**src/sv/ptw_pkg.sv**
```systemverilog
// Shared types, codes and constants of the page table map and walk core.
// No dependencies; every other file but ptw_ram imports this package.
`default_nettype none
package ptw_pkg;

  localparam logic [1:0] REQ_MAP      = 2'd0;
  localparam logic [1:0] REQ_RESOLVE  = 2'd1;
  localparam logic [1:0] REQ_FINALIZE = 2'd2;

  localparam logic [2:0] ST_OK       = 3'd0;
  localparam logic [2:0] ST_ALIGN    = 3'd1;
  localparam logic [2:0] ST_LOW      = 3'd2;
  localparam logic [2:0] ST_ZERO     = 3'd3;
  localparam logic [2:0] ST_WRAP     = 3'd4;
  localparam logic [2:0] ST_CONFLICT = 3'd5;
  localparam logic [2:0] ST_FULL     = 3'd6;
  localparam logic [2:0] ST_UNMAPPED = 3'd7;

  localparam logic [2:0] CFG_LEVELS = 3'd0;
  localparam logic [2:0] CFG_NX     = 3'd1;
  localparam logic [2:0] CFG_PAT    = 3'd2;
  localparam logic [2:0] CFG_GIG    = 3'd3;
  localparam logic [2:0] CFG_BASE   = 3'd4;

  localparam logic [63:0] E_PRESENT = 64'h1;
  localparam logic [63:0] E_WRITE   = 64'h2;
  localparam logic [63:0] E_ACC     = 64'h20;
  localparam logic [63:0] E_DIRTY   = 64'h40;
  localparam logic [63:0] E_BIG     = 64'h80;
  localparam logic [63:0] E_FB      = 64'h88;
  localparam logic [63:0] E_ADDR    = 64'hf_ffff_ffff_f000;
  localparam logic [63:0] E_NX      = 64'h8000_0000_0000_0000;
  localparam logic [63:0] E_BIT12   = 64'h1000;

  typedef enum logic [12:0] {
    S_CLR   = 13'b0000000000001,
    S_IDLE  = 13'b0000000000010,
    S_DISP  = 13'b0000000000100,
    S_MTOP  = 13'b0000000001000,
    S_MCUR  = 13'b0000000010000,
    S_MDEC  = 13'b0000000100000,
    S_MCLR  = 13'b0000001000000,
    S_MLINK = 13'b0000010000000,
    S_RRD   = 13'b0000100000000,
    S_RCHK  = 13'b0001000000000,
    S_FRD   = 13'b0010000000000,
    S_FWR   = 13'b0100000000000,
    S_DONE  = 13'b1000000000000
  } state_t;

  typedef struct packed {
    logic       load_req;
    logic       map_start;
    logic       res_start;
    logic       fin_start;
    logic       st_we;
    logic [2:0] st_code;
    logic       addr_we;
    logic       rd_slot;
    logic       rd_fin;
    logic       wr_leaf;
    logic       wr_fin;
    logic       clr_write;
    logic       alloc;
    logic       link;
    logic       descend;
    logic       advance;
    logic       ascend;
    logic       rem_calc;
    logic       cur_calc;
    logic       out_load;
  } cmd_t;

  typedef struct packed {
    logic [1:0] req_type;
    logic [2:0] chk_code;
    logic       size_zero;
    logic       at_top;
    logic       lvl_zero;
    logic       is_direct;
    logic       slot_zero;
    logic       slot_big;
    logic       child_ok;
    logic       pool_full;
    logic       clr_last;
    logic       fin_last;
  } sts_t;

  function automatic logic [63:0] chunk_size(input logic [2:0] lvl);
    logic [63:0] c;
    case (lvl)
      3'd0: c = 64'h1000;
      3'd1: c = 64'h20_0000;
      3'd2: c = 64'h4000_0000;
      3'd3: c = 64'h80_0000_0000;
      default: c = 64'h1_0000_0000_0000;
    endcase
    return c;
  endfunction

endpackage
`default_nettype wire

```
**src/sv/ptw_ctrl.sv**
```systemverilog
// Controller state machine sequencing map, resolve, finalize and table clearing.
// Depends on ptw_pkg.
`default_nettype none
module ptw_ctrl
  import ptw_pkg::*;
(
  input  wire logic clk,
  input  wire logic rst,
  input  wire logic req_valid,
  output logic      req_stall,
  output logic      rsp_valid,
  input  wire logic rsp_stall,
  input  wire sts_t sts,
  output cmd_t      cmd
);

  state_t state;
  state_t state_next;

  always_comb begin
    cmd        = '0;
    state_next = state;
    case (state)
      S_CLR: begin
        cmd.clr_write = 1'b1;
        if (sts.clr_last) begin
          state_next = S_IDLE;
        end
      end
      S_IDLE: begin
        if (req_valid) begin
          cmd.load_req = 1'b1;
          state_next   = S_DISP;
        end
      end
      S_DISP: begin
        case (sts.req_type)
          REQ_MAP: begin
            if (sts.chk_code != ST_OK) begin
              cmd.st_we   = 1'b1;
              cmd.st_code = sts.chk_code;
              state_next  = S_DONE;
            end else begin
              cmd.map_start = 1'b1;
              state_next    = S_MTOP;
            end
          end
          REQ_RESOLVE: begin
            cmd.res_start = 1'b1;
            state_next    = S_RRD;
          end
          REQ_FINALIZE: begin
            cmd.fin_start = 1'b1;
            state_next    = S_FRD;
          end
          default: state_next = S_DONE;
        endcase
      end
      S_MTOP: begin
        if (sts.size_zero) begin
          if (sts.at_top) begin
            cmd.st_we   = 1'b1;
            cmd.st_code = ST_OK;
            state_next  = S_DONE;
          end else begin
            cmd.ascend = 1'b1;
          end
        end else begin
          cmd.rem_calc = 1'b1;
          state_next   = S_MCUR;
        end
      end
      S_MCUR: begin
        cmd.cur_calc = 1'b1;
        cmd.rd_slot  = 1'b1;
        state_next   = S_MDEC;
      end
      S_MDEC: begin
        state_next = S_DONE;
        cmd.st_we  = 1'b1;
        if (sts.is_direct) begin
          if (sts.slot_zero) begin
            cmd.st_we   = 1'b0;
            cmd.wr_leaf = 1'b1;
            cmd.advance = 1'b1;
            state_next  = S_MTOP;
          end else begin
            cmd.st_code = ST_CONFLICT;
          end
        end else if (sts.lvl_zero) begin
          cmd.st_code = ST_CONFLICT;
        end else if (sts.slot_zero) begin
          if (sts.pool_full) begin
            cmd.st_code = ST_FULL;
          end else begin
            cmd.st_we  = 1'b0;
            cmd.alloc  = 1'b1;
            state_next = S_MCLR;
          end
        end else if (sts.slot_big || !sts.child_ok) begin
          cmd.st_code = ST_CONFLICT;
        end else begin
          cmd.st_we   = 1'b0;
          cmd.descend = 1'b1;
          state_next  = S_MTOP;
        end
      end
      S_MCLR: begin
        cmd.clr_write = 1'b1;
        if (sts.clr_last) begin
          state_next = S_MLINK;
        end
      end
      S_MLINK: begin
        cmd.link   = 1'b1;
        state_next = S_MTOP;
      end
      S_RRD: begin
        cmd.rd_slot = 1'b1;
        state_next  = S_RCHK;
      end
      S_RCHK: begin
        state_next = S_DONE;
        cmd.st_we  = 1'b1;
        if (sts.slot_zero) begin
          cmd.st_code = ST_UNMAPPED;
        end else if (sts.lvl_zero || sts.slot_big) begin
          cmd.st_code = ST_OK;
          cmd.addr_we = 1'b1;
        end else if (!sts.child_ok) begin
          cmd.st_code = ST_UNMAPPED;
        end else begin
          cmd.st_we   = 1'b0;
          cmd.descend = 1'b1;
          state_next  = S_RRD;
        end
      end
      S_FRD: begin
        cmd.rd_fin = 1'b1;
        state_next = S_FWR;
      end
      S_FWR: begin
        cmd.wr_fin = 1'b1;
        state_next = sts.fin_last ? S_DONE : S_FRD;
      end
      S_DONE: begin
        if (!rsp_valid || !rsp_stall) begin
          cmd.out_load = 1'b1;
          state_next   = S_IDLE;
        end
      end
      default: state_next = S_IDLE;
    endcase
  end

  assign req_stall = (state != S_IDLE);

  always_ff @(posedge clk) begin
    if (rst) begin
      state     <= S_CLR;
      rsp_valid <= 1'b0;
    end else begin
      state <= state_next;
      if (cmd.out_load) begin
        rsp_valid <= 1'b1;
      end else if (!rsp_stall) begin
        rsp_valid <= 1'b0;
      end
    end
  end

endmodule
`default_nettype wire

```
**config.mk**
```make
export PLATFORM = sky130hd
export DESIGN_NAME = ptw_ctrl
export DESIGN_NICKNAME = d
export VERILOG_FILES = /design/src/sv/ptw_pkg.sv /design/src/sv/ptw_ctrl.sv
export SDC_FILE = /design/constraint.sdc
export NUM_CORES = 1
export LEC_CHECK = 0
export BUFFER_PORTS_ARGS = -buffer_cell sky130_fd_sc_hd__buf_2
export CORE_ASPECT_RATIO = 1.5
export CORE_UTILIZATION = 40
export CTS_CLUSTER_DIAMETER = 100
export DETAILED_ROUTE_END_ITERATION = 10
export GPL_ROUTABILITY_DRIVEN = 0
export GPL_TIMING_DRIVEN = 0
export MAX_ROUTING_LAYER = met4
export PLACE_DENSITY_LB_ADDON = 0.15
export SLEW_MARGIN = 20
export SYNTH_ARGS = -nofsm -noshare
export SYNTH_HDL_FRONTEND = slang
export SYNTH_SLANG_ARGS = --single-unit
```
**constraint.sdc**
```tcl
create_clock -name clk -period 3 [get_ports clk]
set_clock_uncertainty 0.05 [all_clocks]
set_input_delay 0.3 -clock clk [delete_from_list [all_inputs] [get_ports clk]]
set_output_delay 0.3 -clock clk [all_outputs]
set_load 0.01 [all_outputs]
```
==> run_results.csv <==
group,metric,value,unit
logic_synthesis,async_flop_share,0,%
logic_synthesis,synth_most_common_cell,"nor2_1",
global_routing,grt_overflow,0,
clock_network,clock_latency,0.25,ns
logic_synthesis,ys_types,44,
die,core_area,0.00291,mm²
setup_path,crit_family,"simple AND/OR/NAND/NOR gates",
routing,vias,1459,
timing,finalHoldViolations,0,
placed_design,place_ws,0.747,ns
die,die_w,47.2,µm
routing,drtIter0Drc,52,
global_routing,grt_usage,23.7,%
placed_design,io_buffers,42,
clock_network,cts_hold_buf,0,
logic_synthesis,synthTopCellsByCount,"nor2_1 (19), nor3_1 (15), dfxtp_1 (14)",
routing,drt_first_pass_iters,4,
cells_and_area,area_growth,25.6,%
die,ios,43,
timing,setup_viol,0,
setup_path,critPathMaxFanout,10,
setup_path,crit_required,2.65,ns
setup_path,worstSetupStartpointType,"flip-flop",
global_routing,grt-busiest-layer,"met2",
setup_path,path_class,"reg -> out",
setup_path,slowest_delay,0.53,ns
global_routing,grt_pass1_wl,5760,µm
die,rows,24,
logic_synthesis,synth_fp_nets,184,
timing,setup_tns,0,ns
setup_path,crit_arrival,2.20,ns
clock_network,cts_sinks,14,
power_and_ir_drop,cellPowerDensity,310,mW/mm²
global_routing,antenna_found_initial,0,
routing,vias_per_cell,5.84,
clock_network,post_cts_buffers,0,
timing,rsz0062_at_grt,"no",
timing,fin_ws,0.454,ns
timing,layout_min_cycle_time,2.55,ns
cells_and_area,num_antenna_cells,0,
routing,ant_nets,0,
logic_synthesis,synth_cells,165,
clock_network,cts_tree,"yes",
global_routing,grtUsageMet2,37.6,%
logic_synthesis,yosys_warnings,0,
logic_synthesis,avgSynthCellArea,7.44,µm²
setup_path,end_kind,"output pin",
clock_network,clockBufferDepth,2,
logic_synthesis,synthDominantCellAreaShare,22.8,%
logic_synthesis,yosysSeqAreaShare,22.8,%
logic_synthesis,synth_edf_count,0,
power_and_ir_drop,ir_worst_vdd,0.198,mV
global_routing,grt_max_degree,11,
timing,slew-limit-headroom,64.8,%
run_status,status,"complete, no violations",
timing,final.period_utilization,84.9,%
timing,tightest_slew,0.525,ns
routing,drc,0,
setup_path,cp_cell_sequence,"buf_6, nor4_4, nand2_1, or4b_1, a21oi_1, buf_2",
logic_synthesis,synth_top_cell_by_area,"dfxtp_1",
placed_design,dp_hpwl,2840,µm
global_routing,globalRouteMet3Util,3.39,%
timing,timing.hold.ws,0.266,ns
logic_synthesis,synth_seq_cells,14,
logic_synthesis,ys_top_cells_by_area,"dfxtp_1 (23%), nor3_1 (6.1%), nor4_1 (6.1%)",
clock_network,htreeDepth,1,
power_and_ir_drop,leakagePower,0.724,nW
run,maxCapViolCount,0,
die,initial_utilization,42.1,%
logic_synthesis,synth_ff_type,"dfxtp_1",
die,dieArea,0.00330,mm²
cells_and_area,final_nets,231,
routing,wl_per_cell,14.1,µm
clock_network,cts_buffers,3,
timing,maxSlewViolCount,0,
routing,wirelength,3530,µm
setup_path,cp_num_buf_inv,2,
clock_network,cts_resized,0,
timing,fmax,393,MHz
cells_and_area,drive_gt1_share,30.8,%
global_routing,grt_pass1_vias,1329,
clock_network,root_buffer,"clkbuf_8",
min_path,hp-class,"in -> reg",
clock_network,clkSlewWorstSetupHoldPaths,0.06,ns
global_routing,grt_use_met1,27.8,%
setup_path,slowest_stage,"nor4_4",
logic_synthesis,synthesis.area,0.00123,mm²
die,die_h,69.8,µm
==> placed cells by master (no fill, tap or decap), types with 2 or more instances in the layout <==
cell      synthesis  layout
buf_2             7      49
nor2_1           19      19
nor3_1           15      15
dfxtp_1          14      14
nand2_1          13      13
nor4_1           12      12
nand4_1           7       7
o21ai_0           7       7
nor3b_1           5       5
inv_1             5       5
o21a_1            5       5
or3_1             4       4
a21oi_1           4       4
nand2b_1          4       4
clkbuf_8          0       4
clkbuf_1          3       3
nand3_1           3       3
xor2_1            3       3
buf_4             2       2
nor4_4            2       2
nor3_2            2       2
nor4b_1           2       2
a221o_1           2       2
and2b_1           2       2
o41a_1            2       2
o221ai_1          2       2
==> worst min-delay path, delay by kind of cell <==
kind            cells  cell delay [ns]
compound gates      1             0.05
buf+inv             1             0.11
simple gates        1             0.06
==> sequential cells by signal (all words and copies together) (netlist names) <==
| name | cells |
|---|---|
| rsp_valid | 1 |
| state | 13 |
==> stage by stage <==
| step | utilization [%] | cells | total power, mW | area, µm² |
|---|---|---|---|---|
| 4_1_cts | 52.9 | 250 | 0.481 | 1540 |
| 6_report | 52.9 | 250 | 0.478 | 1540 |
| 3_3_place_gp | 51.0 | 246 | 0.293 | 1490 |
| 3_5_place_dp | 51.0 | 246 | 0.295 | 1490 |
| 5_1_grt | 52.9 | 250 | 0.504 | 1540 |
| 2_1_floorplan | - | 165 | 0.258 | 1230 |
==> power breakdown <==
part	leakage (nW)	switching, mW	total (mW)	internal [mW]
Sequential	0.114	0.000714	0.190	0.190
Clock	0.0288	0.0696	0.186	0.116
Combinational	0.581	0.0619	0.102	0.0400
==> metal layers <==
layer | vias up | wire, µm | part of all wire (%)
li1 | 715 | - | -
met1 | 646 | 1390 | 39
met2 | 85 | 1760 | 50
met3 | 13 | 255 | 7.2
met4 | 0 | 123 | 3.5
met5 | - | 0 | 0
==> area by class of cell <==
cell class                 count  area (µm²)
buffer                        13        72.6
clock buffer                   4        55.1
fill                         303        1370
inverter                       5        18.8
multi-input combinational    133         856
sequential                    14         280
tap                           39        48.8
timing repair buffer          42         210
==> kinds of logic (layout without fill, tap and decap cells) <==
logic type	count (synthesis)	in the layout	synth area share [%]
compound gates	29	29	17.3
xor+xnor	4	4	2.85
buf+inv	18	64	7.44
flops	14	14	22.8
simple gates	100	100	49.5
==> final timing paths <==
| kind | from | to | slack (ns) | cells past startpoint |
|---|---|---|---|---|
| max | state[3] | cmd[0] | 0.45 | 6 |
| min | rsp_stall | rsp_valid | 0.27 | 3 |
| max reg2reg | state[11] | state[12] | 0.93 | 6 |
| min reg2reg | rsp_valid | rsp_valid | 0.43 | 2 |
(Power assumes the default switching activity.)
